### config.mk
export PLATFORM = sky130hd
export DESIGN_NAME = bsd_ram
export DESIGN_NICKNAME = d
export VERILOG_FILES = /design/src/hw/rtl/bsd_ram.sv
export SDC_FILE = /design/constraint.sdc
export NUM_CORES = 1
export LEC_CHECK = 0
export BUFFER_PORTS_ARGS = -buffer_cell sky130_fd_sc_hd__buf_2
export CELL_PAD_IN_SITES_DETAIL_PLACEMENT = 1
export CELL_PAD_IN_SITES_GLOBAL_PLACEMENT = 1
export CORE_MARGIN = 1
export CORE_UTILIZATION = 53
export DETAILED_ROUTE_END_ITERATION = 6
export PLACE_DENSITY_LB_ADDON = 0.1
export SLEW_MARGIN = 20
export SYNTH_ARGS = -nofsm -noshare
export SYNTH_HDL_FRONTEND = slang
export SYNTH_SLANG_ARGS = --single-unit
export TNS_END_PERCENT = 30
### constraint.sdc
create_clock -name clk_i -period 1.9 [get_ports clk_i]
set_clock_uncertainty 0.15 [all_clocks]
set_input_delay 0.095 -clock clk_i [delete_from_list [all_inputs] [get_ports clk_i]]
set_output_delay 0.095 -clock clk_i [all_outputs]
set_load 0.05 [all_outputs]
### src/hw/rtl/bsd_ram.sv
// Generic single-clock RAM, one write port, one registered read port.
module bsd_ram #(
  parameter int Width = 8,
  parameter int Depth = 16,
  parameter int AddrW = (Depth > 1) ? $clog2(Depth) : 1
) (
  input  logic             clk_i,
  input  logic             we_i,
  input  logic [AddrW-1:0] waddr_i,
  input  logic [Width-1:0] wdata_i,
  input  logic             re_i,
  input  logic [AddrW-1:0] raddr_i,
  output logic [Width-1:0] rdata_o
);

  logic [Width-1:0] mem_q [Depth];
  logic [Width-1:0] rdata_q;

  always_ff @(posedge clk_i) begin
    if (we_i) begin
      mem_q[waddr_i] <= wdata_i;
    end
    if (re_i) begin
      rdata_q <= mem_q[raddr_i];
    end
  end

  assign rdata_o = rdata_q;

endmodule

; ---- After elaboration in Yosys (flattened, before gate mapping)
; Memories as Yosys holds them, arrays and structs flattened. A register that Yosys moved wholly into a read port is not among the register bits.
; Cells that the tools add are included.
[totals]
regBits = 0
ram_bits = 128
memories = 1
out_inout_bits = 8
[classes]
mux = 2
[mem_list]
columns = name, words, width, rd, rd_ports_with_merged_regs, wr, line
row1 = mem_q, 16, 8, 1, 1, 1, 16  ; logic [Width-1:0] mem_q [Depth];
[ops]
columns = op, count
row1 = 2-to-1 mux 1 bit, 2

; ---- Longest topological paths before layout
; Gate-level depths: netlist (run 1).
[logic_depth]
word_depth = 2
ltp_mapped = 5
ltp_nobuf = 3

; ---- Least setup slack after synthesis (run 1)
; OpenSTA, ideal clock, no wires.
[synth_path]
path_kind = in2reg
start = in waddr_i[2]
end = mem mem_q[0][0] (enable)
setup_time_ps = 383
t_required_ps = 1367
t_arrival_ps = 1205
setup_slack_ps = 162
path_stages = 2
path_cell_list = or3b_2 nor3_1
[synth_rtl]
columns = item, line
row1 = "start, declared", 9  ; input logic [AddrW-1:0] waddr_i,
row2 = "end, declared", 16
; No word-level cell before the write port.

==> flow_summary.yaml, run 1 <==
run_status:
  status: "finished clean"
power:
  p_per_area_nw_per_um2: 1075
  p_int_mw: 5.266
  ir_drop_mv: 0.7769
  leakagePower_nw: 2.147
  seq_power_share_pct: 50.2
  power_frac_comb_pct: 5.8
  p_switching_mw: 1.504
  pwr-share-clk_pct: 43.9
  switching_share_pct: 22.21
critical_path:
  cpMaxStageDelayCell: "mux4_2"
  arrival_ns: 1.89
  start_kind: "flip-flop"
  cp_num_cells: 3
  worstReg2RegStart: "mem_q[11][6]"
  critical_path.cell_chain: "mux4_2 -> a22oi_1 -> nand2_1"
  r2r_setup_slack_ns: 0.12
  crit_fanout: 1
  critPathCaptureType: "flip-flop"
  r2r_end: "rdata_o[6]"
  cpLargestDelayFamily: "multiplexers"
  critPathBufInv: 0
  startpoint: "mem_q[11][6]"
  cp_slowest_stage_delay_ns: 0.53
  r2r_cells: 3
  crit_required_ns: 2.01
  cp-endpoint: "rdata_o[6]"
  criticalPathCategory: "reg -> reg"
drt:
  dr.pass1.iters: 4
  drc: 0
  routed_wl_um: 11340
  drtIter0Drc: 169
  routedWlPerCell_um: 25.67
  via_per_inst: 5.842
  ant_nets: 0
  vias: 2582
clock_network:
  cts_tree: "yes"
  cts_resized: 0
  clock-sinks: 136
  postCtsSetupRepairBufs: 0
  numCtsBuffers: 17
  insertion_delay_ns: 0.52
  clock-root-buffer: "clkbuf_8"
  cts_htree_levels: 4
  path_clk_slew_ns: 0.06
  hold_buffers: 12
  clockBufferDepth: 2
logic_synthesis:
  synth_cell_types: 18
  syn_area_um2: 5228
  synth.avg_cell_area_um2: 22.83
  syn_nets: 248
  syn_inst: 229
  yosysSeqAreaShare_pct: 78.12
  yosys_warnings: 0
  ys_seq_elements: 136
die:
  core-area_um2: 9415
  die_w_um: 101.3
  pin_count: 27
  dieArea_um2: 10260
  start_util_pct: 55.52
  die_h_um: 101.3
  num_rows: 35
job:
  max-cap-violations: 0
sta:
  rsz0062_at_grt: "no"
  fin_tns_setup_ns: 0
  layout_setup_ws_ns: 0.1236
  worstMarginPinSlew_ns: 0.3979
  hold_viol: 0
  fmax_mhz: 562.9
  slew_headroom_pct: 73.47
  finalCritPeriodShare_pct: 93.49
  setup_viol: 0
  period_needed_ns: 1.776
  slew_violations: 0
hold_path:
  hold_path.startpoint: "waddr_i[2]"
  hp-class: "in -> reg"
final_layout:
  nNetsFinal: 319
  drive_gt1_share_pct: 31.31
  final_common_cell: "edfxtp_1"
  mostFrequentLayoutCells: "edfxtp_1 (136), buf_2 (26), buf_4 (22)"
  syn_to_final_growth_pct: 20.51
  n_fill_cell: 764
  utilization_pct: 66.91
  antennaDiodeCount: 0
global_routing:
  grt_pass1_vias: 2771
  grt_pass1_wl_um: 16840
  gr-total-overflow: 0
  grt_max_degree: 23
  gr-usage-all-layers_pct: 24.91
  antenna_found_initial: 0
placement:
  gp_congestion: 0.6936
  io_buffers: 26
  hpwl_um: 7179
  dp_slack_ns: 0.04539
[per-stage QoR]
stage	area (um^2)	total power, mW	hold slack [ns]	cells
2_1_floorplan	5228	3.678	0.04387	229
3_3_place_gp	5638	3.828	0.3378	398
3_5_place_dp	5638	3.842	0.3380	398
4_1_cts	6300	6.816	0.05330	442
5_1_grt	6300	6.947	0.07398	442
6_report	6300	6.770	0.07175	442
[cell families after synthesis]
family / after synthesis / synth area share [%]
buffers and inverters: 10 / 1.651
and+or+nand+nor: 35 / 3.136
DFF: 136 / 78.12
AOI/OAI and AO/OA: 16 / 2.298
muxes: 32 / 14.79
[sequential cells by signal, indices dropped and copies added, names as in the netlist]
register,cells
rdata_o,8
mem_q,128
[power groups by stage]
stage / Sequential (mW) / Clock [mW] / Combinational (mW)
finish: 3.40 / 2.97 / 0.395
floorplan: 3.51 / 0 / 0.171
global placement: 3.46 / 0 / 0.368
global route: 3.41 / 3.12 / 0.420
detailed placement: 3.46 / 0 / 0.378
CTS: 3.40 / 3.02 / 0.397
[layout make-up]
| type | instances | area, um^2 | share of cell area [%] |
|---|---|---|---|
| Clock inverter | 15 | 127.6 | 2.026 |
| Multi-Input combinational cell | 83 | 1057 | 16.78 |
| Clock buffer | 17 | 414.1 | 6.574 |
| Tap cell | 129 | 161.4 | 2.562 |
| Sequential cell | 136 | 4084 | 64.83 |
| Timing Repair Buffer | 62 | 455.4 | 7.229 |
[worst min path at each step]
stage	end	slack, ns	cells after the start
global placement	mem_q[3][7]	0.34	1
detailed placement	rdata_o[6]	0.34	1
finish	mem_q[15][7]	0.07	4
floorplan	mem_q[0][0]	0.04	0
CTS	mem_q[15][2]	0.05	4
global route	mem_q[3][7]	0.07	4
[routing by layer]
| metal | global-route usage [%] | part of all wire (%) | routed length [um] |
|---|---|---|---|
| met1 | 32.79 | 45 | 5108 |
| met2 | 38.78 | 47 | 5375 |
| met3 | 7.937 | 4.8 | 549 |
| met4 | 10.81 | 2.7 | 311 |
| met5 | 0 | 0 | 0 |
[worst min-delay path, delay by kind of cell]
family                 cells  cell delay, ns
and+or+nand+nor            2            0.17
buffers and inverters      2            0.29
[Yosys cell counts]
master	count	area, um^2
edfxtp_1	136	4084
mux4_2	18	405.4
a22oi_1	16	120.1
mux4_1	14	367.9
nor2_1	13	48.80
nand2_1	9	33.78
nor3_1	4	20.02
buf_2	3	15.01
buf_6	3	33.78
clkdlybuf4s25_2	3	30.03
nand2b_1	2	12.51
nand3b_1	2	15.01
and2_1	1	6.260
and2b_1	1	7.510
buf_4	1	7.510
nand3_1	1	5.000
nor2b_1	1	6.260
or3b_2	1	8.760
Note: power is estimated with default switching activity, not from simulation.
==> run 2: changes to the inputs <==
GPL_TIMING_DRIVEN = 0   (was unset)
==> run 2 against run 1 <==
Combinational power down 2%. Non-clock buffer count decreased by 16. Via count is 3.6% lower. First-iteration DRC count up 40%. Sequential power barely moved. Clock power rose by 5%. Largest cell class unchanged. Highest routed layer unchanged.
==> flow_summary.yaml, run 2 (synthesis gave the netlist of run 1 again) <==
sta:
  period_needed_ns: 1.791
  slew_headroom_pct: 39.08
  finalCritPeriodShare_pct: 94.27
  rsz0062_at_grt: "no"
  layout_setup_ws_ns: 0.1089
  fin_tns_setup_ns: 0
  worstMarginPinSlew_ns: 0.9105
  hold_viol: 0
  fmax_mhz: 558.3
  setup_viol: 0
  slew_violations: 0
final_layout:
  nNetsFinal: 303
  antennaDiodeCount: 0
  mostFrequentLayoutCells: "edfxtp_1 (136), buf_2 (28), mux4_2 (18)"
  multi_input_area_um2: 1077
  syn_to_final_growth_pct: 18.86
  largest_reg_flops: 128
  final_common_cell: "edfxtp_1"
  drive_gt1_share_pct: 29.63
  n_fill_cell: 754
  register_area_um2: 4084
  largest-register: "mem_q"
run_status:
  status: "finished clean"
critical_path:
  crit_required_ns: 1.90
  cp_slowest_stage_delay_ns: 0.74
  start_kind: "primary input"
  critPathCaptureType: "flip-flop"
  arrival_ns: 1.79
  cpLargestDelayFamily: "simple AND/OR/NAND/NOR gates"
  cp_num_cells: 4
  r2r_cells: 3
  critical_path.cell_chain: "dlygate4sd3_1 -> buf_2 -> nand2b_1 -> nor2_1"
  critPathBufInv: 2
  criticalPathCategory: "in -> reg"
  cpMaxStageDelayCell: "nor2_1"
  crit_fanout: 8
global_routing:
  antenna_found_initial: 0
  grt_max_degree: 17
  gr-usage-all-layers_pct: 23.46
  gr-total-overflow: 0
  grt_pass1_wl_um: 15840
  grt_pass1_vias: 2600
power:
  ir_drop_mv: 0.6577
  leakagePower_nw: 2.070
  p_per_area_nw_per_um2: 1114
drt:
  drc: 0
  ant_nets: 0
  routedWlPerCell_um: 24.86
  dr.pass1.iters: 4
  via_per_inst: 5.845
  routed_wl_um: 10590
  vias: 2490
  drtIter0Drc: 236
die:
  pin_count: 27
  dieArea_um2: 10260
  start_util_pct: 55.52
  die_w_um: 101.3
  die_h_um: 101.3
  num_rows: 35
  core-area_um2: 9415
clock_network:
  cts_resized: 0
  path_clk_slew_ns: 0.06
  hold_buffers: 11
  cts_tree: "yes"
  numCtsBuffers: 17
  postCtsSetupRepairBufs: 0
  insertion_delay_ns: 0.53
  cts_htree_levels: 4
  clock-root-buffer: "clkbuf_8"
  clock-sinks: 136
  clockBufferDepth: 2
placement:
  io_buffers: 25
  gp_congestion: 0.6684
  hpwl_um: 6677
  dp_slack_ns: -0.09764
hold_path:
  hp-class: "in -> reg"
  whs_path_depth: 3
job:
  max-cap-violations: 0
-- run 2: path summary, 6_finish.rpt --
| path | startpoint | end | slack (ns) |
|---|---|---|---|
| min reg2reg | mem_q[8][4] | rdata_o[4] | 0.62 |
| max reg2reg | mem_q[5][2] | rdata_o[2] | 0.20 |
| max | waddr_i[0] | mem_q[2][3] | 0.11 |
| min | waddr_i[2] | mem_q[0][1] | 0.01 |
-- run 2: per-stage QoR --
step                cell area, um^2  total power [mW]  hold WS (ns)  instances  utilization [%]
global route                   6213             7.080       0.02520        426            65.99
CTS                            6213             6.960     -0.007231        426            65.99
floorplan                      5228             3.678       0.04387        229                -
detailed placement             5534             3.834        0.3045        383            58.78
global placement               5514             3.817        0.2880        383            58.56
finish                         6213             6.921       0.01404        426            65.99
-- run 2: area by class of cell --
class                      instances  area share [%]
sequential                       136           65.73
multi-input combinational         83           17.34
clock buffer                      19           6.786
timing repair buffer              36           3.786
tap                              129           2.598
clock inverter                    13           2.376
buffer                            10           1.389
-- run 2: report_power, final --
part | internal (mW) | switching [mW]
Combinational | 0.146 | 0.244
Sequential | 3.38 | 0.0163
Clock | 1.88 | 1.26
Total | 5.40 | 1.52
-- run 2: worst register-to-register path, stage by stage, from the launching register on --
cell      delay [ns]
edfxtp_1        0.35
mux4_1          0.59
a22oi_1         0.26
nand2_1         0.09
-- run 2: metal layers --
layer / vias to the layer above / global-route usage [%] / wire length [um]
met5: - / 0 / 0
met2: 94 / 36.32 / 5173
met4: 0 / 7.358 / 125
met3: 14 / 6.901 / 491
met1: 1291 / 32.74 / 4801
li1: 1091 / - / -
