[src/hw/rtl/bsd_pkg.sv]
// Shared types and constants of the block sum downsample unit.
package bsd_pkg;

  // Field and register widths
  localparam int ValueW       = 32;
  localparam int SumW         = 38;
  localparam int ScaleW       = 4;
  localparam int PlaneWidthW  = 11;
  localparam int PlaneHeightW = 13;
  localparam int RowW         = 12;
  localparam int HeightLimit  = 4096;
  localparam int CfgIdxW      = 2;
  localparam int CfgDataW     = 13;

  // Register indexes
  localparam logic [CfgIdxW-1:0] CfgScale       = 2'd0;
  localparam logic [CfgIdxW-1:0] CfgPlaneWidth  = 2'd1;
  localparam logic [CfgIdxW-1:0] CfgPlaneHeight = 2'd2;

  // Register reset values
  localparam logic [ScaleW-1:0]       ScaleRst       = 4'd2;
  localparam logic [PlaneWidthW-1:0]  PlaneWidthRst  = 11'd1;
  localparam logic [PlaneHeightW-1:0] PlaneHeightRst = 13'd1;

  // Output queue
  localparam int OutDepth = 4;
  localparam int OutPtrW  = 2;
  localparam int OutCntW  = 3;

  typedef struct packed {
    logic emit;       // last value of a block: send the sum, clear the entry
    logic plane_end;  // last block of the plane
  } bsd_step_t;

  typedef struct packed {
    logic                   plane_end;
    logic signed [SumW-1:0] sum;
  } bsd_result_t;

endpackage

[src/hw/rtl/bsd_ctrl.sv]
// Configuration registers and raster position counters.
module bsd_ctrl #(
  parameter int MAX_WIDTH = 1024,
  parameter int MAX_SCALE = 8,
  parameter int AddrW     = (MAX_WIDTH > 1) ? $clog2(MAX_WIDTH) : 1
) (
  input  logic                     clk_i,
  input  logic                     rst_ni,
  input  logic                     cfg_we_i,
  input  logic [bsd_pkg::CfgIdxW-1:0]  cfg_idx_i,
  input  logic [bsd_pkg::CfgDataW-1:0] cfg_data_i,
  input  logic                     advance_i,
  output logic [AddrW-1:0]         col_o,
  output bsd_pkg::bsd_step_t       step_o
);
  import bsd_pkg::*;

  localparam int SubW = (MAX_SCALE > 1) ? $clog2(MAX_SCALE) : 1;
  localparam int SEW  = ($clog2(MAX_SCALE + 1) > ScaleW) ? $clog2(MAX_SCALE + 1) : ScaleW;
  localparam int WEW  = ($clog2(MAX_WIDTH + 1) > PlaneWidthW) ?
                        $clog2(MAX_WIDTH + 1) : PlaneWidthW;

  logic [ScaleW-1:0]       scale_q;
  logic [PlaneWidthW-1:0]  width_q;
  logic [PlaneHeightW-1:0] height_q;

  logic [SubW-1:0]  sub_col_q, sub_col_d;
  logic [SubW-1:0]  sub_row_q, sub_row_d;
  logic [AddrW-1:0] col_q, col_d;
  logic [RowW-1:0]  row_q, row_d;

  logic [SEW-1:0]          s_eff, s_m1;
  logic [WEW-1:0]          w_eff, w_m1;
  logic [PlaneHeightW-1:0] h_eff, h_m1;
  logic last_sc, last_sr, last_col, last_row;

  always_ff @(posedge clk_i or negedge rst_ni) begin
    if (!rst_ni) begin
      scale_q  <= ScaleRst;
      width_q  <= PlaneWidthRst;
      height_q <= PlaneHeightRst;
    end else if (cfg_we_i) begin
      unique case (cfg_idx_i)
        CfgScale:       scale_q  <= cfg_data_i[ScaleW-1:0];
        CfgPlaneWidth:  width_q  <= cfg_data_i[PlaneWidthW-1:0];
        CfgPlaneHeight: height_q <= cfg_data_i[PlaneHeightW-1:0];
        default: ;
      endcase
    end
  end

  // zero counts as one, oversize counts as the limit
  always_comb begin
    if (scale_q == '0) begin
      s_eff = SEW'(1);
    end else if (SEW'(scale_q) > SEW'(MAX_SCALE)) begin
      s_eff = SEW'(MAX_SCALE);
    end else begin
      s_eff = SEW'(scale_q);
    end
    if (width_q == '0) begin
      w_eff = WEW'(1);
    end else if (WEW'(width_q) > WEW'(MAX_WIDTH)) begin
      w_eff = WEW'(MAX_WIDTH);
    end else begin
      w_eff = WEW'(width_q);
    end
    if (height_q == '0) begin
      h_eff = PlaneHeightW'(1);
    end else if (height_q > PlaneHeightW'(HeightLimit)) begin
      h_eff = PlaneHeightW'(HeightLimit);
    end else begin
      h_eff = height_q;
    end
    s_m1 = s_eff - SEW'(1);
    w_m1 = w_eff - WEW'(1);
    h_m1 = h_eff - PlaneHeightW'(1);
  end

  assign last_sc  = SEW'(sub_col_q) >= s_m1;
  assign last_sr  = SEW'(sub_row_q) >= s_m1;
  assign last_col = WEW'(col_q) >= w_m1;
  assign last_row = PlaneHeightW'(row_q) >= h_m1;

  always_comb begin
    sub_col_d = sub_col_q;
    sub_row_d = sub_row_q;
    col_d     = col_q;
    row_d     = row_q;
    if (!last_sc) begin
      sub_col_d = sub_col_q + SubW'(1);
    end else begin
      sub_col_d = '0;
      if (!last_col) begin
        col_d = col_q + AddrW'(1);
      end else begin
        col_d = '0;
        if (!last_sr) begin
          sub_row_d = sub_row_q + SubW'(1);
        end else begin
          sub_row_d = '0;
          row_d     = last_row ? '0 : row_q + RowW'(1);
        end
      end
    end
  end

  always_ff @(posedge clk_i or negedge rst_ni) begin
    if (!rst_ni) begin
      sub_col_q <= '0;
      sub_row_q <= '0;
      col_q     <= '0;
      row_q     <= '0;
    end else if (advance_i) begin
      sub_col_q <= sub_col_d;
      sub_row_q <= sub_row_d;
      col_q     <= col_d;
      row_q     <= row_d;
    end
  end

  assign col_o            = col_q;
  assign step_o.emit      = last_sc & last_sr;
  assign step_o.plane_end = last_sc & last_sr & last_col & last_row;

endmodule

[config.mk]
export PLATFORM = sky130hd
export DESIGN_NAME = bsd_ctrl
export DESIGN_NICKNAME = d
export VERILOG_FILES = /design/src/hw/rtl/bsd_pkg.sv /design/src/hw/rtl/bsd_ctrl.sv
export SDC_FILE = /design/constraint.sdc
export NUM_CORES = 1
export LEC_CHECK = 0
export BUFFER_PORTS_ARGS = -buffer_cell sky130_fd_sc_hd__buf_2
export CORE_ASPECT_RATIO = 2
export CORE_MARGIN = 4
export CORE_UTILIZATION = 55
export CTS_CLUSTER_DIAMETER = 80
export DETAILED_ROUTE_END_ITERATION = 10
export PLACE_DENSITY = 0.74
export SLEW_MARGIN = 20
export SYNTH_ARGS = -nofsm -noshare
export SYNTH_HDL_FRONTEND = slang
export SYNTH_SLANG_ARGS = --single-unit
[constraint.sdc]
create_clock -name clk_i -period 9.68 [get_ports clk_i]
set_input_delay 1.452 -clock clk_i [delete_from_list [all_inputs] [get_ports clk_i]]
set_output_delay 1.452 -clock clk_i [all_outputs]
set_load 0.03 [all_outputs]
==> Word-level counts from Yosys, hierarchy flattened <==
Index checks and enable logic that the tools add are counted.
{ "op_classes": {"addsub": 7, "n_mul": 0, "div_mod_pow": 0, "order_cmp": 7, "n_eq_ne": 2, "shifts": 0, "muxes": 10, "bitwise": 3, "reduce_logical": 10} }
{ "op_table": {"columns": ["op", "count"], "rows": [
  ["13-bit two-way mux", 2],
  ["11-bit two-way mux", 2],
  ["12-bit by 13-bit >= comparator with 1-bit output", 1],
  ["13-bit > comparator, second input constant", 1],
  ["13-bit logical NOT", 1],
  ["13-bit by 1-bit subtractor with 13-bit output, second input constant", 1],
  ["12-bit by 1-bit adder with 12-bit output, second input constant", 1],
  ["12-bit two-way mux", 1],
  ["10-bit by 11-bit >= comparator with 1-bit output", 1],
  ["11-bit > comparator, second input constant", 1],
  ["11-bit logical NOT", 1],
  ["11-bit by 1-bit subtractor with 11-bit output, second input constant", 1],
  ["10-bit by 1-bit adder with 10-bit output, second input constant", 1],
  ["10-bit two-way mux", 1],
  ["3-bit by 4-bit >= comparator with 1-bit output", 2],
  ["4-bit two-way mux", 2],
  ["2-bit AND reduction", 4],
  ["3-bit by 1-bit adder with 3-bit output, second input constant", 2],
  ["3-bit two-way mux", 2],
  ["4-bit > comparator, second input constant", 1],
  ["4-bit logical NOT", 1],
  ["4-bit AND reduction", 1],
  ["4-bit by 1-bit subtractor with 4-bit output, second input constant", 1],
  ["1-bit AND", 3],
  ["4 further kinds", 4]
]} }
{ "totals": {"reg_bits": 56, "latchBits": 0, "ramBits": 0, "mem_bits_ro": 0, "output_inout_bits": 12, "n_memories": 0} }

==> Logic depth before layout (Yosys ltp) <==
{ "logic_depth": {"ltp_word": 8, "ltp_mapped": 19, "depth_no_buf": 17} }

==> Least setup slack after synthesis <==
Ideal clock, no wire load.
{ "synth_timing": {"path_kind": "reg-to-output", "start": "reg height_q[8]", "end": "out step_o[0] (netlist name)", "arrival_time_ns": 3.906, "setup_slack_ns": 4.322, "stages_incl_launch_ff": 15, "path_cell_list": "dfrtp_1 or4_1 nor4_2 a21oi_1 or2_2 ha_1 clkbuf_2 nand2b_1 a32oi_1 ha_1 a211oi_1 o211ai_1 a221oi_1 nor2_1 and3_1"} }
{ "synth_rtl": {"columns": ["item", "line", "rtl"], "rows": [
  ["start, declared", "bsd_ctrl.sv:25", "logic [PlaneHeightW-1:0] height_q;"],
  ["start signal, assigned", "bsd_ctrl.sv:41", "height_q <= PlaneHeightRst;"],
  ["start signal, assigned", "bsd_ctrl.sv:46", "CfgPlaneHeight: height_q <= cfg_data_i[PlaneHeightW-1:0];"],
  ["end, declared", "bsd_ctrl.sv:14", "output bsd_pkg::bsd_step_t step_o"]
]} }

==> flow_summary_export.csv <==
group,metric,value,unit
placement,portBuffers,30,
sta,period_share,0.632,
logic_synthesis,syn-num-nets,461,
critical_path,worstRegToRegCells,14,
placement,placed_cell_area,4060,µm²
hold_path,min_to,"sub_col_q[2]",
critical_path,crit_family,"simple AND/OR/NAND/NOR gates",
clock_network,ctsResizeCount,0,
logic_synthesis,yosysTopAreaCell,"dfrtp_1",
hold_path,hp-start,"sub_col_q[2]",
sta,finalHoldViolations,0,
cells_and_area,final_cell_area,4210,µm²
logic_synthesis,synth_top_family_by_area,"compound AO/OA/AOI/OAI gates",
logic_synthesis,ys_ff_latch,56,
logic_synthesis,synthMuxAreaShare,0.0852,
die,io_pins,31,
cells_and_area,fin_cells,523,
logic_synthesis,synth_xor_xnor_area_share,0.0228,
critical_path,crit-reg2reg-launch,"height_q[8]",
cells_and_area,layout_common_cells,"dfrtp_1, ha_1, nor2_1, o21ai_0, buf_2",
logic_synthesis,synth.area.top_cells,"dfrtp_1, ha_1, mux2_2",
drt,wl_per_cell,17.3,µm
die,die_w,67.0,µm
placement,place_inst,515,
hold_path,hp-class,"reg -> reg",
placement,gp_congestion,0.909,
die,initial_core_util,0.570,
clock_network,clk_pin_slew,0.08,ns
clock_network,clkLatencyLatePin,0.30,ns
critical_path,cp.arrival,4.67,ns
global_route,antenna_found_initial,0,
critical_path,reg2reg_to,"row_q[2]",
clock_network,cts_buffers,5,
drt,ant_nets,0,
logic_synthesis,synth_adder_area_share,0.114,
clock_network,cts.sinks,56,
logic_synthesis,synth_cell_types,55,
die,rows,42,
clock_network,post-cts-setup-buffer-count,0,
global_route,grt_max_degree,57,
logic_synthesis,yosysSeqAreaShare,0.366,
clock_network,cts_hold_buffers,0,
drt,avgViaCountPerCell,6.18,
pwr,p_leak,1.78,nW
critical_path,crit_type,"reg -> out",
drt,drt-total-wl,9070,µm
global_route,grt_use_total,0.235,
sta,setup_tns,0,ns
job,drv_cap,0,
sta,clock_skew,0.00702,ns
hold_path,hold-path-cell-count,1,
pwr,total_power,0.874,mW
logic_synthesis,synth_top_area_share,0.346,
pwr,ir_worst_vdd,0.137,mV
drt,dr.pass1.iters,4,
logic_synthesis,synth_compound_area_frac,0.207,
sta,worstMarginPinSlew,0.726,ns
critical_path,crit_path_cell_trace,"or4_1 > nor4_2 > a21oi_1 > or2_2 > ha_1 > nand2b_1 > a32oi_1 > ha_1 > a211oi_1 > o211ai_1 > a221oi_1 > buf_4 > nor2_1 > and3_1 > buf_2",
sta,fmax,163,MHz
critical_path,r2r_slack,5.30,ns
drt,post-route-drc-count,0,
cells_and_area,nNetsFinal,488,
drt,drt_iter0_markers,221,
sta,period_minus_slack,6.12,ns
cells_and_area,final_common_cell,"dfrtp_1",
global_route,overflow,0,
logic_synthesis,avgSynthCellArea,9.42,µm²
cells_and_area,drive_above_1_share,0.193,
die,die_h,126,µm
global_route,grt_pass1_wl,15300,µm
clock_network,htree_levels,2,
clock_network,tritoncts,"built",
critical_path,crit_buf_inv,2,
logic_synthesis,netlist_area,3830,µm²
critical_path,slowest_stage,"or4_1",
logic_synthesis,yosys.area_share.simple,0.178,
sta,slew_viol_final,0,
critical_path,path_common_cell,"ha_1",
drt,vias,3232,
critical_path,worstPathMaxFanout,12,
critical_path,end_kind,"primary output",
critical_path,startpoint_type,"flop",
logic_synthesis,synth_edf_count,0,
sta,slew_headroom,0.516,
run_status,status,"complete, no violations",
global_route,grt_pass1_vias,3290,
logic_synthesis,syn_inst,407,
cells_and_area,num_antenna_cells,0,
die,core_area,6730,µm²
placement,dp_hpwl,6930,µm
cells_and_area,fillers,634,
pwr,p_per_area,208,nW/µm²
logic_synthesis,synth_top_flop_cell,"dfrtp_1",
logic_synthesis,async_flop_share,1.00,
die,die-area,8450,µm²
critical_path,required,8.23,ns
sta,rsz0062_at_grt,"false",
clock_network,cts_max_path_buffers,2,
sta,setup_viol,0,
critical_path,critPathMaxStageDelay,0.62,ns
cells_and_area,syn2layout_area_growth,9.69,%
logic_synthesis,ys_warn_count,0,
clock_network,root_buffer,"clkbuf_16",
## final cells by class
class,instances,area [µm²],share of cell area
Inverter,12,45.0,0.0107
Tap cell,88,110,0.0262
Clock buffer,5,125,0.0297
Timing Repair Buffer,33,173,0.0410
Sequential cell,56,1410,0.334
Multi-Input combinational cell,326,2330,0.553
Clock inverter,3,21.3,0.00506
## metal layers
metal	vias up	share of wire	global-route usage
met4	0	0.048	0.139
met3	31	0.022	0.0276
met5	-	0	0
met1	1569	0.37	0.249
li1	1570	-	-
met2	62	0.56	0.422
## report_power, final
part	internal [mW]	switching, mW	total, mW
Sequential	0.276	0.0590	0.335
Clock	0.0967	0.0901	0.187
Combinational	0.147	0.205	0.352
## registers in the layout, indices dropped and copies added (netlist names)
signal     count
sub_row_q      3
col_o         10
width_q       11
scale_q        4
sub_col_q      3
row_q         12
height_q      13
## cells by family (layout without fill, tap and decap cells)
| group | after synthesis | count (layout) |
|---|---|---|
| buffers and inverters | 25 | 53 |
| and+or+nand+nor | 136 | 136 |
| muxes | 29 | 29 |
| AOI/OAI and AO/OA | 116 | 116 |
| DFF | 56 | 56 |
| xor gates and xnor gates | 10 | 10 |
| adders and majority gates | 35 | 35 |
## per-stage QoR
stage / hold slack, ns / util / setup slack [ns]
floorplan: 0.463 / - / 4.32
global placement: 0.511 / 0.604 / 4.01
detailed placement: 0.514 / 0.604 / 3.87
CTS: 0.530 / 0.625 / 3.53
global route: 0.566 / 0.625 / 3.22
finish: 0.522 / 0.625 / 3.56
## worst max-delay path by stage
stage                     start        end  slack, ns  depth (start not counted)
finish              height_q[8]  step_o[0]       3.56                         15
detailed placement  height_q[8]  step_o[0]       3.87                         15
global route        height_q[8]  step_o[0]       3.22                         15
CTS                 height_q[8]  step_o[0]       3.53                         15
floorplan           height_q[8]  step_o[0]       4.32                         14
global placement    height_q[8]  step_o[0]       4.01                         15
## synthesized netlist by cell type (2+ instances only)
library cell   n
mux2_2        29
nor3_2         2
o211ai_1      15
nor2_1        34
o31ai_1        3
nand2_1       25
buf_2          3
dfrtp_1       53
nand3b_1       2
nand2b_1       9
o2bb2ai_1      3
a21o_1         6
nand4_1        2
or4_1          3
ha_1          35
and3_1         3
and2_1         3
clkbuf_1       7
or3_1          2
a22o_1         5
a21oi_1       18
nor2b_1       11
xor2_1         3
o21ai_0       34
nor3_1        11
xnor2_1        7
o2111ai_1      6
o21a_1         3
nand3_1       23
inv_1         12
a31oi_1        6
dfstp_2        3
a211oi_1       3
or2_2          2
(Power assumes the default switching activity.)
