### src/hw/rtl/bsd_pkg.sv
// Shared types and constants of the block sum downsample unit.
package bsd_pkg;

  // Field and register widths
  localparam int ValueW       = 32;
  localparam int SumW         = 38;
  localparam int ScaleW       = 4;
  localparam int PlaneWidthW  = 11;
  localparam int PlaneHeightW = 13;
  localparam int RowW         = 12;
  localparam int HeightLimit  = 4096;
  localparam int CfgIdxW      = 2;
  localparam int CfgDataW     = 13;

  // Register indexes
  localparam logic [CfgIdxW-1:0] CfgScale       = 2'd0;
  localparam logic [CfgIdxW-1:0] CfgPlaneWidth  = 2'd1;
  localparam logic [CfgIdxW-1:0] CfgPlaneHeight = 2'd2;

  // Register reset values
  localparam logic [ScaleW-1:0]       ScaleRst       = 4'd2;
  localparam logic [PlaneWidthW-1:0]  PlaneWidthRst  = 11'd1;
  localparam logic [PlaneHeightW-1:0] PlaneHeightRst = 13'd1;

  // Output queue
  localparam int OutDepth = 4;
  localparam int OutPtrW  = 2;
  localparam int OutCntW  = 3;

  typedef struct packed {
    logic emit;       // last value of a block: send the sum, clear the entry
    logic plane_end;  // last block of the plane
  } bsd_step_t;

  typedef struct packed {
    logic                   plane_end;
    logic signed [SumW-1:0] sum;
  } bsd_result_t;

endpackage

### src/hw/rtl/bsd_out_fifo.sv
// Small result queue between the accumulate stage and the output port.
module bsd_out_fifo (
  input  logic                         clk_i,
  input  logic                         rst_ni,
  input  logic                         push_i,
  input  bsd_pkg::bsd_result_t         push_data_i,
  input  logic                         pop_i,
  output logic                         valid_o,
  output bsd_pkg::bsd_result_t         head_o,
  output logic [bsd_pkg::OutCntW-1:0]  count_o
);
  import bsd_pkg::*;

  bsd_result_t          mem_q [OutDepth];
  logic [OutPtrW-1:0]   wr_ptr_q, rd_ptr_q;
  logic [OutCntW-1:0]   count_q;
  logic                 do_pop;

  assign do_pop = pop_i && (count_q != '0);

  always_ff @(posedge clk_i) begin
    if (push_i) begin
      mem_q[wr_ptr_q] <= push_data_i;
    end
  end

  always_ff @(posedge clk_i or negedge rst_ni) begin
    if (!rst_ni) begin
      wr_ptr_q <= '0;
      rd_ptr_q <= '0;
      count_q  <= '0;
    end else begin
      if (push_i) begin
        wr_ptr_q <= wr_ptr_q + OutPtrW'(1);
      end
      if (do_pop) begin
        rd_ptr_q <= rd_ptr_q + OutPtrW'(1);
      end
      unique case ({push_i, do_pop})
        2'b10:   count_q <= count_q + OutCntW'(1);
        2'b01:   count_q <= count_q - OutCntW'(1);
        default: count_q <= count_q;
      endcase
    end
  end

  assign valid_o = count_q != '0;
  assign head_o  = mem_q[rd_ptr_q];
  assign count_o = count_q;

endmodule
### config.mk
export PLATFORM = sky130hd
export DESIGN_NAME = bsd_out_fifo
export DESIGN_NICKNAME = d
export VERILOG_FILES = /design/src/hw/rtl/bsd_pkg.sv /design/src/hw/rtl/bsd_out_fifo.sv
export SDC_FILE = /design/constraint.sdc
export NUM_CORES = 1
export LEC_CHECK = 0
export ABC_AREA = 1
export BUFFER_PORTS_ARGS = -buffer_cell sky130_fd_sc_hd__buf_4
export CORE_ASPECT_RATIO = 0.5
export CORE_MARGIN = 5
export CORE_UTILIZATION = 60
export DETAILED_ROUTE_END_ITERATION = 16
export PLACE_DENSITY = 0.78
export SYNTH_ARGS = -nofsm -noshare
export SYNTH_HDL_FRONTEND = slang
export SYNTH_SLANG_ARGS = --single-unit
### constraint.sdc
create_clock -name clk_i -period 4 [get_ports clk_i]
set_clock_uncertainty 0.2 [all_clocks]
set_input_delay 0.8 -clock clk_i [delete_from_list [all_inputs] [get_ports clk_i]]
set_output_delay 0.8 -clock clk_i [all_outputs]
set_load 0.03 [all_outputs]
## Word level (Yosys, flattened, before mapping)

Memories as Yosys holds them, arrays and structs flattened.
Index checks and enable logic that the tools add are counted.

| operators by class | value |
|---|---|
| eq/ne operators | 2 |
| add/subtract/negate cells | 4 |
| multiplexer cells | 3 |
| reduce and logical (&&, ||, !) cells | 3 |

Operators by type and width:

| operator | count |
|---|---|
| 3-bit one-hot mux with 2 select lines | 1 |
| 2-bit by 1-bit adder with 2-bit output (second input constant) | 2 |
| 3-bit by 1-bit adder with 3-bit output (second input constant) | 1 |
| 3-bit nonzero test | 1 |
| 3-bit by 1-bit subtractor with 3-bit output (second input constant) | 1 |
| 2-bit by 1-bit == test with 1-bit output (second input constant) | 1 |
| 2-bit == test (second input constant) | 1 |
| 1-bit two-way mux | 2 |
| 2-bit nonzero test | 1 |
| 1-bit logical AND | 1 |

| storage, ports and cells | value |
|---|---|
| logic and storage cells | 16 |
| memories | 1 |
| bits in registers | 7 |
| output and inout bits | 43 |
| memory bits (writable) | 156 |

Memories:

| memory | depth | width | read ports | clocked after Yosys merged registers in | wr ports | RTL line | text |
|---|---|---|---|---|---|---|---|
| mem_q | 4 | 39 | 1 | 0 | 1 | bsd_out_fifo.sv:14 | `bsd_result_t mem_q [OutDepth];` |

## Longest topological paths before layout

Gate-level depths: netlist of the first run.

| logic depth | value |
|---|---|
| depth in word-level cells | 4 |
| gate-level depth with buffers | 12 |
| mapped depth without buffers | 12 |

## Worst setup path before layout of the first run

No wires, ideal clock.

| path | value |
|---|---|
| path kind | input to register |
| start | input push_i |
| end | memory mem_q[3][0] in the netlist's numbering (enable) |
| arrival time | 1.874 ns |
| buffers on the path | 1 |
| required time | 3.406 ns |
| stages | 3 |
| setup time | 0.394 ns |
| slack | 1.532 ns |
| cell sequence | clkbuf_1 nand2_1 inv_1 |

| between the ends | value |
|---|---|
| word-level cells in the longest chain between the ends | 2 |

RTL lines:

| element | RTL line | text |
|---|---|---|
| start: declaration | bsd_out_fifo.sv:5 | `input logic push_i,` |
| 1-bit two-way mux | bsd_out_fifo.sv:22 | `if (push_i) begin` |
| 1-bit two-way mux (implied by the code) | bsd_out_fifo.sv:23 | `mem_q[wr_ptr_q] <= push_data_i;` |
| end: declaration | bsd_out_fifo.sv:14 |  |

No other way between the ends.

==> impl_metrics.prom, run 1 <==
# TYPE chip_impl_metric gauge
chip_impl_metric{name="share_of_total_power_in_sequential_cells",unit=""} 0.373
chip_impl_info{name="worstSetupEndpointType",value="output pin"} 1
chip_impl_metric{name="synth-seq-cells",unit=""} 163
chip_impl_info{name="rsz_0062_raised_after_global_routing",value="false"} 1
chip_impl_metric{name="io_buffers",unit=""} 85
chip_impl_metric{name="summed_instance_area_of_the_synthesized_netlist",unit="µm²"} 6664
chip_impl_metric{name="design.portCount",unit=""} 86
chip_impl_metric{name="die_boundary_height",unit="µm"} 84.52
chip_impl_metric{name="grt_max_degree",unit=""} 81
chip_impl_info{name="clock-root-buffer",value="sky130_fd_sc_hd__clkbuf_16"} 1
chip_impl_metric{name="wl_per_cell",unit="µm"} 15.92
chip_impl_metric{name="drtIter0Drc",unit=""} 188
chip_impl_info{name="synth_top_cells_by_area",value="sky130_fd_sc_hd__edfxtp_1, sky130_fd_sc_hd__o211ai_1, sky130_fd_sc_hd__nand2_1"} 1
chip_impl_metric{name="clock_sink_count",unit=""} 163
chip_impl_metric{name="postSynthNetCount",unit=""} 561
chip_impl_metric{name="vdd_ir_drop_max",unit="mV"} 0.6098
chip_impl_metric{name="multi_input_comb_area",unit="µm²"} 1225
chip_impl_metric{name="grt_pass1_vias",unit=""} 4054
chip_impl_metric{name="cp.arrival",unit="ns"} 2.07
chip_impl_metric{name="final.hold.worst_slack",unit="ns"} 0.3048
chip_impl_metric{name="critical_path_peak_fanout",unit=""} 42
chip_impl_metric{name="fin_area",unit="µm²"} 7885
chip_impl_info{name="hp-start",value="count_o[0]"} 1
chip_impl_metric{name="detailedRoute.firstPassIterationCount",unit=""} 5
chip_impl_metric{name="hold_viol_final",unit=""} 0
chip_impl_metric{name="via_per_instance_ratio",unit=""} 5.182
chip_impl_info{name="path_class",value="reg -> out"} 1
chip_impl_metric{name="worstMarginPinSlew",unit="ns"} 0.9788
chip_impl_info{name="tritoncts",value="done"} 1
chip_impl_metric{name="core",unit="µm²"} 10910
chip_impl_info{name="crit_path_start_kind",value="flip-flop"} 1
chip_impl_metric{name="place.detailed.hpwl",unit="µm"} 6990
chip_impl_metric{name="leakage",unit="nW"} 3.252
chip_impl_metric{name="initial_core_util",unit=""} 0.6107
chip_impl_metric{name="design_power_total",unit="W"} 0.006379
chip_impl_metric{name="drt.antenna.violating_nets",unit=""} 0
chip_impl_metric{name="place_congestion",unit=""} 0.7352
chip_impl_metric{name="cts.repair.resized",unit=""} 0
chip_impl_info{name="regToRegStartpoint",value="count_o[0]"} 1
chip_impl_metric{name="clock_power_share",unit=""} 0.237
chip_impl_metric{name="setup_viol",unit=""} 0
chip_impl_metric{name="globalRouteMet2Util",unit=""} 0.3188
chip_impl_metric{name="timing.fmax",unit="MHz"} 325.8
chip_impl_metric{name="synth-warning-count",unit=""} 0
chip_impl_info{name="startpoint",value="rd_ptr_q[0]"} 1
chip_impl_metric{name="power.density_cell_area",unit="nW/µm²"} 809.0
chip_impl_metric{name="p_switching",unit="W"} 0.002473
chip_impl_metric{name="drt_wl_total",unit="µm"} 11990
chip_impl_metric{name="n_fill_cell",unit=""} 709
chip_impl_metric{name="global_route_wire_length_before_repair",unit="µm"} 19690
chip_impl_metric{name="timing.max_cap.violations",unit=""} 0
chip_impl_info{name="synth-main-ff-cell",value="sky130_fd_sc_hd__edfxtp_1"} 1
chip_impl_metric{name="switching_share",unit=""} 0.3877
chip_impl_metric{name="routed-via-count",unit=""} 3902
chip_impl_metric{name="die_w",unit="µm"} 159.0
chip_impl_metric{name="yosysSeqAreaShare",unit=""} 0.7293
chip_impl_metric{name="overall_routing_resource_usage",unit=""} 0.1869
chip_impl_metric{name="cp_data_required_time",unit="ns"} 3.00
chip_impl_metric{name="slew_viol_final",unit=""} 0
chip_impl_metric{name="synth_top_area_share",unit=""} 0.7030
chip_impl_info{name="ys_top_cells_by_count",value="sky130_fd_sc_hd__edfxtp_1, sky130_fd_sc_hd__nand2_1, sky130_fd_sc_hd__inv_1"} 1
chip_impl_info{name="synth.largest_area_cell",value="sky130_fd_sc_hd__edfxtp_1"} 1
chip_impl_metric{name="dpl-instance-area",unit="µm²"} 7315
chip_impl_metric{name="num-nets-final",unit=""} 644
chip_impl_metric{name="cts_inserted_buffers",unit=""} 17
chip_impl_metric{name="timing.final.crit_share",unit=""} 0.7673
chip_impl_metric{name="clock_tree.buffer_depth",unit=""} 2
chip_impl_metric{name="synth-async-reset-ratio",unit=""} 0.04294
chip_impl_metric{name="antenna_found_initial",unit=""} 0
chip_impl_metric{name="use_met3",unit=""} 0.06081
chip_impl_metric{name="clk-insertion-delay-late",unit="ns"} 0.41
chip_impl_metric{name="synthCells",unit=""} 512
chip_impl_metric{name="ctsHoldBuffers",unit=""} 1
chip_impl_metric{name="die_area",unit="µm²"} 13440
chip_impl_metric{name="power.combinational.fraction",unit=""} 0.390
chip_impl_metric{name="flow.area_growth_from_synthesis",unit="%"} 18.33
chip_impl_metric{name="cts_clock_pin_slew_for_the_worst_setup_and_hold_paths",unit="ns"} 0.06
chip_impl_metric{name="cts_max_level",unit=""} 4
chip_impl_metric{name="ff_latch_area",unit="µm²"} 4861
chip_impl_info{name="count_leader_synth",value="sky130_fd_sc_hd__edfxtp_1"} 1
chip_impl_metric{name="global_route.usage.met1",unit=""} 0.2326
chip_impl_metric{name="num_rows",unit=""} 27
chip_impl_info{name="min_path_type",value="reg -> reg"} 1
chip_impl_info{name="status",value="complete, no violations"} 1
chip_impl_metric{name="post_route_cells_drive_above_1_share",unit=""} 0.2105
chip_impl_metric{name="post_cts_setup_repair_buffer_count",unit=""} 0
chip_impl_metric{name="slew_headroom",unit=""} 0.3465
chip_impl_metric{name="fin_setup_tns",unit="ns"} 0
chip_impl_metric{name="synth_edf_count",unit=""} 156
chip_impl_metric{name="postSynthAreaPerCell",unit="µm²"} 13.02
chip_impl_metric{name="yosysUniqueCellTypes",unit=""} 17
chip_impl_metric{name="drt_drc_violations_left",unit=""} 0
chip_impl_metric{name="grt-ovfl-total",unit=""} 0
chip_impl_metric{name="period_needed",unit="ns"} 3.069
chip_impl_metric{name="internal_power",unit="W"} 0.003906
chip_impl_info{name="top_usage_layer",value="met2"} 1
chip_impl_metric{name="number_of_antenna_cells_inserted",unit=""} 0
[critical path, stage by stage, from the launching register on]
cell,delay (ns)
sky130_fd_sc_hd__dfrtp_1,0.42
sky130_fd_sc_hd__inv_4,0.33
sky130_fd_sc_hd__buf_4,0.42
sky130_fd_sc_hd__nand2_1,0.10
sky130_fd_sc_hd__o211ai_1,0.10
sky130_fd_sc_hd__nand2_1,0.10
sky130_fd_sc_hd__buf_4,0.18
[stage by stage]
step	setup slack, ns	util	std cells
after floorplan	1.532	-	512
after global placement	1.418	0.6703	720
after detailed placement	1.371	0.6703	720
after CTS	0.9256	0.7226	753
after global routing	0.7641	0.7226	753
final	0.9308	0.7226	753
[layout by cell type, fill, tap and decap left out, types with 2 or more instances in the layout]
| cell type | count |
|---|---|
| sky130_fd_sc_hd__clkinvlp_4 | 5 |
| sky130_fd_sc_hd__inv_6 | 3 |
| sky130_fd_sc_hd__ha_1 | 5 |
| sky130_fd_sc_hd__clkbuf_16 | 17 |
| sky130_fd_sc_hd__dfrtp_1 | 6 |
| sky130_fd_sc_hd__buf_4 | 89 |
| sky130_fd_sc_hd__inv_2 | 4 |
| sky130_fd_sc_hd__nand3_1 | 4 |
| sky130_fd_sc_hd__nand2_1 | 134 |
| sky130_fd_sc_hd__o21ai_0 | 2 |
| sky130_fd_sc_hd__inv_1 | 89 |
| sky130_fd_sc_hd__o211ai_1 | 78 |
| sky130_fd_sc_hd__edfxtp_1 | 156 |
| sky130_fd_sc_hd__clkinv_4 | 3 |
| sky130_fd_sc_hd__clkinv_2 | 3 |
[registers in the layout, indices dropped and copies added (netlist names)]
| name | count |
|---|---|
| mem_q | 156 |
| rd_ptr_q | 2 |
| wr_ptr_q | 2 |
| count_o | 3 |
[metal layers]
layer,up-vias,wire length [µm]
li1,1934,-
met3,12,601
met1,1861,5361
met4,0,136
met5,-,0
met2,95,5890
[area by class of cell]
type,count,share of cell area
clock inverter,15,0.01714
multi-input combinational,227,0.1553
timing repair buffer,91,0.08854
tap,145,0.02301
inverter,95,0.04554
clock buffer,17,0.05395
sequential,163,0.6165
[power by group through the flow]
stage	clock network, W	logic [W]	registers (W)
after floorplan	0	0.00179	0.00238
after global placement	0	0.00245	0.00240
after detailed placement	0	0.00251	0.00241
after CTS	0.00153	0.00252	0.00238
after global routing	0.00161	0.00271	0.00241
final	0.00151	0.00249	0.00238
[cells by family after synthesis]
kind of cell               share of synthesized area
xor gates and xnor gates                    0.002629
and+or+nand+nor                              0.07942
AOI/OAI and AO/OA                            0.08937
adders and majority gates                    0.01239
buffers and inverters                        0.08693
DFF                                           0.7293
[final timing paths]
kind | slack, ns | cells past startpoint | endpoint
setup / recovery | 0.93 | 6 | head_o[19]
hold / removal | 0.30 | 1 | count_o[0]
setup reg to reg | 1.96 | 8 | count_o[1]
min in group asynchronous | 0.54 | 2 | wr_ptr_q[1]
max in group asynchronous | 2.92 | 2 | rd_ptr_q[1]
hold reg to reg | 0.30 | 1 | count_o[0]
(Power assumes the default switching activity.)
==> inputs of run 2 (changes only) <==
--- a/config.mk
+++ b/config.mk
@@ -5,13 +5,13 @@
 export SDC_FILE = /design/constraint.sdc
 export NUM_CORES = 1
 export LEC_CHECK = 0
-export ABC_AREA = 1
+export ABC_AREA = 0
 export BUFFER_PORTS_ARGS = -buffer_cell sky130_fd_sc_hd__buf_4
 export CORE_ASPECT_RATIO = 0.5
 export CORE_MARGIN = 5
-export CORE_UTILIZATION = 60
+export CORE_UTILIZATION = 51
 export DETAILED_ROUTE_END_ITERATION = 16
-export PLACE_DENSITY = 0.78
+export PLACE_DENSITY = 0.71
 export SYNTH_ARGS = -nofsm -noshare
 export SYNTH_HDL_FRONTEND = slang
 export SYNTH_SLANG_ARGS = --single-unit
==> constraint.sdc (replaced) <==
create_clock -name clk_i -period 2.6 [get_ports clk_i]
set_clock_uncertainty 0.2 [all_clocks]
set_input_delay 0.52 -clock clk_i [delete_from_list [all_inputs] [get_ports clk_i]]
set_output_delay 0.52 -clock clk_i [all_outputs]
set_load 0.03 [all_outputs]
==> run 2 against run 1 <==
  * Cell count down 30%
  * Core utilization down 7.4 points
  * Critical path type unchanged
  * Global-route usage down 2.4 points
  * Design area down 3.4%
  * Highest routed layer unchanged
==> impl_metrics.prom, run 2 <==
# TYPE chip_impl_metric gauge
chip_impl_info{name="regMostFlops",value="mem_q"} 1
chip_impl_metric{name="design.portCount",unit=""} 86
chip_impl_metric{name="place_congestion",unit=""} 0.7309
chip_impl_info{name="status",value="complete, no violations"} 1
chip_impl_metric{name="clock_tree.buffer_depth",unit=""} 2
chip_impl_metric{name="yosysSeqAreaShare",unit=""} 0.7997
chip_impl_metric{name="detailedRoute.firstPassIterationCount",unit=""} 4
chip_impl_metric{name="die_boundary_height",unit="µm"} 87.19
chip_impl_info{name="min_path_type",value="in -> reg"} 1
chip_impl_info{name="synth.largest_area_cell",value="sky130_fd_sc_hd__edfxtp_1"} 1
chip_impl_metric{name="num_rows",unit=""} 28
chip_impl_metric{name="layout.core_utilization",unit=""} 0.6488
chip_impl_metric{name="setup_viol",unit=""} 0
chip_impl_metric{name="synth-seq-cells",unit=""} 163
chip_impl_metric{name="max_reg_flops",unit=""} 156
chip_impl_metric{name="num-nets-final",unit=""} 400
chip_impl_metric{name="cp.arrival",unit="ns"} 1.85
chip_impl_metric{name="drtIter0Drc",unit=""} 212
chip_impl_metric{name="synth_edf_count",unit=""} 156
chip_impl_info{name="synth_top_cells_by_area",value="sky130_fd_sc_hd__edfxtp_1, sky130_fd_sc_hd__mux4_2, sky130_fd_sc_hd__dfrtp_1"} 1
chip_impl_metric{name="clk-insertion-delay-late",unit="ns"} 0.41
chip_impl_metric{name="global_route_wire_length_before_repair",unit="µm"} 16750
chip_impl_metric{name="switching_share",unit=""} 0.3290
chip_impl_info{name="most_common_library_cell_in_the_layout_ignoring_fill_and_taps",value="sky130_fd_sc_hd__edfxtp_1"} 1
chip_impl_metric{name="summed_instance_area_of_the_synthesized_netlist",unit="µm²"} 6077
chip_impl_info{name="timing.critical_path.slowest_stage_cell",value="sky130_fd_sc_hd__mux4_2"} 1
chip_impl_metric{name="fin_setup_tns",unit="ns"} 0
chip_impl_metric{name="timing.max_cap.violations",unit=""} 0
chip_impl_metric{name="synthCells",unit=""} 240
chip_impl_metric{name="core",unit="µm²"} 11740
chip_impl_metric{name="wl_per_cell",unit="µm"} 20.37
chip_impl_metric{name="period_needed",unit="ns"} 2.565
chip_impl_metric{name="drt_wl_total",unit="µm"} 10780
chip_impl_metric{name="drt_drc_violations_left",unit=""} 0
chip_impl_metric{name="antenna_found_initial",unit=""} 0
chip_impl_metric{name="p_switching",unit="W"} 0.003133
chip_impl_info{name="crit_path_start_kind",value="flip-flop"} 1
chip_impl_metric{name="drt.antenna.violating_nets",unit=""} 0
chip_impl_metric{name="share_of_total_power_in_sequential_cells",unit=""} 0.381
chip_impl_metric{name="slew_headroom",unit=""} 0.6518
chip_impl_metric{name="overall_routing_resource_usage",unit=""} 0.1624
chip_impl_metric{name="worstMarginPinSlew",unit="ns"} 0.5223
chip_impl_metric{name="timing.final.crit_share",unit=""} 0.9867
chip_impl_metric{name="cts_inserted_buffers",unit=""} 17
chip_impl_info{name="crit_chain",value="buf_12, clkbuf_16, mux4_2, buf_4"} 1
chip_impl_metric{name="internal_power",unit="W"} 0.006389
chip_impl_metric{name="synth-warning-count",unit=""} 0
chip_impl_metric{name="clock_sink_count",unit=""} 163
chip_impl_metric{name="grt-ovfl-total",unit=""} 0
chip_impl_metric{name="cp_data_required_time",unit="ns"} 1.88
chip_impl_metric{name="number_of_antenna_cells_inserted",unit=""} 0
chip_impl_metric{name="yosysUniqueCellTypes",unit=""} 19
chip_impl_metric{name="grt_max_degree",unit=""} 33
chip_impl_metric{name="synth-async-reset-ratio",unit=""} 0.04294
chip_impl_metric{name="via_per_instance_ratio",unit=""} 5.217
chip_impl_metric{name="vdd_ir_drop_max",unit="mV"} 0.6167
chip_impl_metric{name="leakage",unit="nW"} 2.680
chip_impl_metric{name="synth_top_area_share",unit=""} 0.7708
chip_impl_metric{name="power.density_cell_area",unit="nW/µm²"} 1250
chip_impl_metric{name="postSynthNetCount",unit=""} 289
chip_impl_info{name="path_class",value="reg -> out"} 1
chip_impl_info{name="ys_top_cells_by_count",value="sky130_fd_sc_hd__edfxtp_1, sky130_fd_sc_hd__mux4_2, sky130_fd_sc_hd__dfrtp_1"} 1
chip_impl_metric{name="grt_pass1_vias",unit=""} 3110
chip_impl_metric{name="critical_path.max_stage_delay",unit="ns"} 0.51
chip_impl_metric{name="die_w",unit="µm"} 164.4
chip_impl_metric{name="slew_viol_final",unit=""} 0
chip_impl_info{name="clock-root-buffer",value="sky130_fd_sc_hd__clkbuf_16"} 1
chip_impl_metric{name="cts_clock_pin_slew_for_the_worst_setup_and_hold_paths",unit="ns"} 0.06
chip_impl_metric{name="cts_max_level",unit=""} 4
chip_impl_info{name="worstSetupEndpointType",value="output pin"} 1
chip_impl_metric{name="timing.fmax",unit="MHz"} 389.8
chip_impl_metric{name="postSynthAreaPerCell",unit="µm²"} 25.32
chip_impl_info{name="count_leader_synth",value="sky130_fd_sc_hd__edfxtp_1"} 1
chip_impl_metric{name="place.detailed.hpwl",unit="µm"} 6619
chip_impl_metric{name="routed-via-count",unit=""} 2760
chip_impl_metric{name="io_buffers",unit=""} 85
chip_impl_metric{name="hold_viol_final",unit=""} 0
chip_impl_metric{name="flow.area_growth_from_synthesis",unit="%"} 25.30
chip_impl_metric{name="power.combinational.fraction",unit=""} 0.365
chip_impl_metric{name="die_area",unit="µm²"} 14330
chip_impl_info{name="synth-main-ff-cell",value="sky130_fd_sc_hd__edfxtp_1"} 1
chip_impl_info{name="most-common-layout-cells",value="sky130_fd_sc_hd__edfxtp_1, sky130_fd_sc_hd__buf_4, sky130_fd_sc_hd__mux4_2, sky130_fd_sc_hd__clkbuf_16"} 1
chip_impl_metric{name="post_route_cells_drive_above_1_share",unit=""} 0.4835
chip_impl_metric{name="initial_core_util",unit=""} 0.5178
chip_impl_metric{name="clock_power_share",unit=""} 0.254
chip_impl_metric{name="critical_path_peak_fanout",unit=""} 9
chip_impl_info{name="tritoncts",value="done"} 1
[run 2: cell types whose count changed after synthesis, moves of 5 or more]
cell	previous run	this run
sky130_fd_sc_hd__nand2_1	134	2
sky130_fd_sc_hd__inv_1	94	6
sky130_fd_sc_hd__o211ai_1	78	0
sky130_fd_sc_hd__mux4_2	0	38
sky130_fd_sc_hd__buf_6	15	1
sky130_fd_sc_hd__clkbuf_1	5	0
[run 2: area by class of cell]
class                      instances  area, µm²
sequential                       163       4862
fill                             768       4121
multi-input combinational         62       1085
timing repair buffer             101      855.8
clock buffer                      17      425.4
tap                              165      206.4
clock inverter                    15      157.7
inverter                           6      22.52
[run 2: kinds of logic after synthesis]
| group | Yosys count | share of synthesized area |
|---|---|---|
| compound gates | 2 | 0.002264 |
| simple gates | 8 | 0.007000 |
| xor+xnor | 6 | 0.008647 |
| flops | 163 | 0.7997 |
| fa+ha+maj | 6 | 0.01359 |
| mux | 40 | 0.1468 |
| buf+inv | 15 | 0.02203 |
[run 2: timing repair]
| action | 4_1_cts | 5_1_grt |
|---|---|---|
| gates resized for setup | 3 | 0 |
| hold endpoints to repair | 7 | 0 |
| gates cloned | 1 | 1 |
| hold buffers | 1 | 0 |
| buffers inserted | 0 | 2 |
| setup endpoints to repair | 27 | 34 |
[run 2: through the flow]
| stage | power [W] | hold WS (ns) | cells | setup slack (ns) | area (µm²) |
|---|---|---|---|---|---|
| after floorplan | 0.005972 | 0.02441 | 240 | 0.4335 | 6077 |
| after global placement | 0.006930 | 0.1372 | 492 | 0.4076 | 6938 |
| after detailed placement | 0.007019 | 0.1441 | 492 | 0.3419 | 6938 |
| after CTS | 0.009532 | 0.08676 | 526 | 0.003187 | 7562 |
| after global routing | 0.009953 | 0.08369 | 529 | -0.002477 | 7615 |
| final | 0.009522 | 0.1077 | 529 | 0.03455 | 7615 |
[run 2: final timing paths]
kind	startpoint	to	slack (ns)	depth (start not counted)
min in group asynchronous	rst_ni	count_o[1]	0.26	2
worst max register to register	count_o[0]	count_o[2]	0.48	7
worst min-delay path	push_data_i[12]	mem_q[2][12]	0.11	1
max in group asynchronous	rst_ni	rd_ptr_q[1]	1.80	2
worst max-delay path	rd_ptr_q[0]	head_o[28]	0.03	4
worst min register to register	wr_ptr_q[0]	wr_ptr_q[0]	0.33	1
[run 2: power by group through the flow]
| stage | sequential (W) | clock, W | combinational [W] |
|---|---|---|---|
| floorplan | 0.00365 | 0 | 0.00232 |
| global placement | 0.00363 | 0 | 0.00329 |
| detailed placement | 0.00367 | 0 | 0.00334 |
| CTS | 0.00364 | 0.00246 | 0.00343 |
| global route | 0.00368 | 0.00259 | 0.00369 |
| finish | 0.00363 | 0.00242 | 0.00348 |
[run 2: per-layer routing]
layer  up-vias  routed length (µm)  GRT usage
li1       1228                   -          -
met5         -                   0          0
met2        59                5599     0.2744
met3        14                 468    0.03972
met1      1459                4542     0.2056
met4         0                 165    0.06792
[run 2: worst max-delay path: cells and delay by family (launching register included)]
family / cells / cell delay (ns)
multiplexers: 1 / 0.51
flip-flops: 1 / 0.43
buffers and inverters: 3 / 0.49
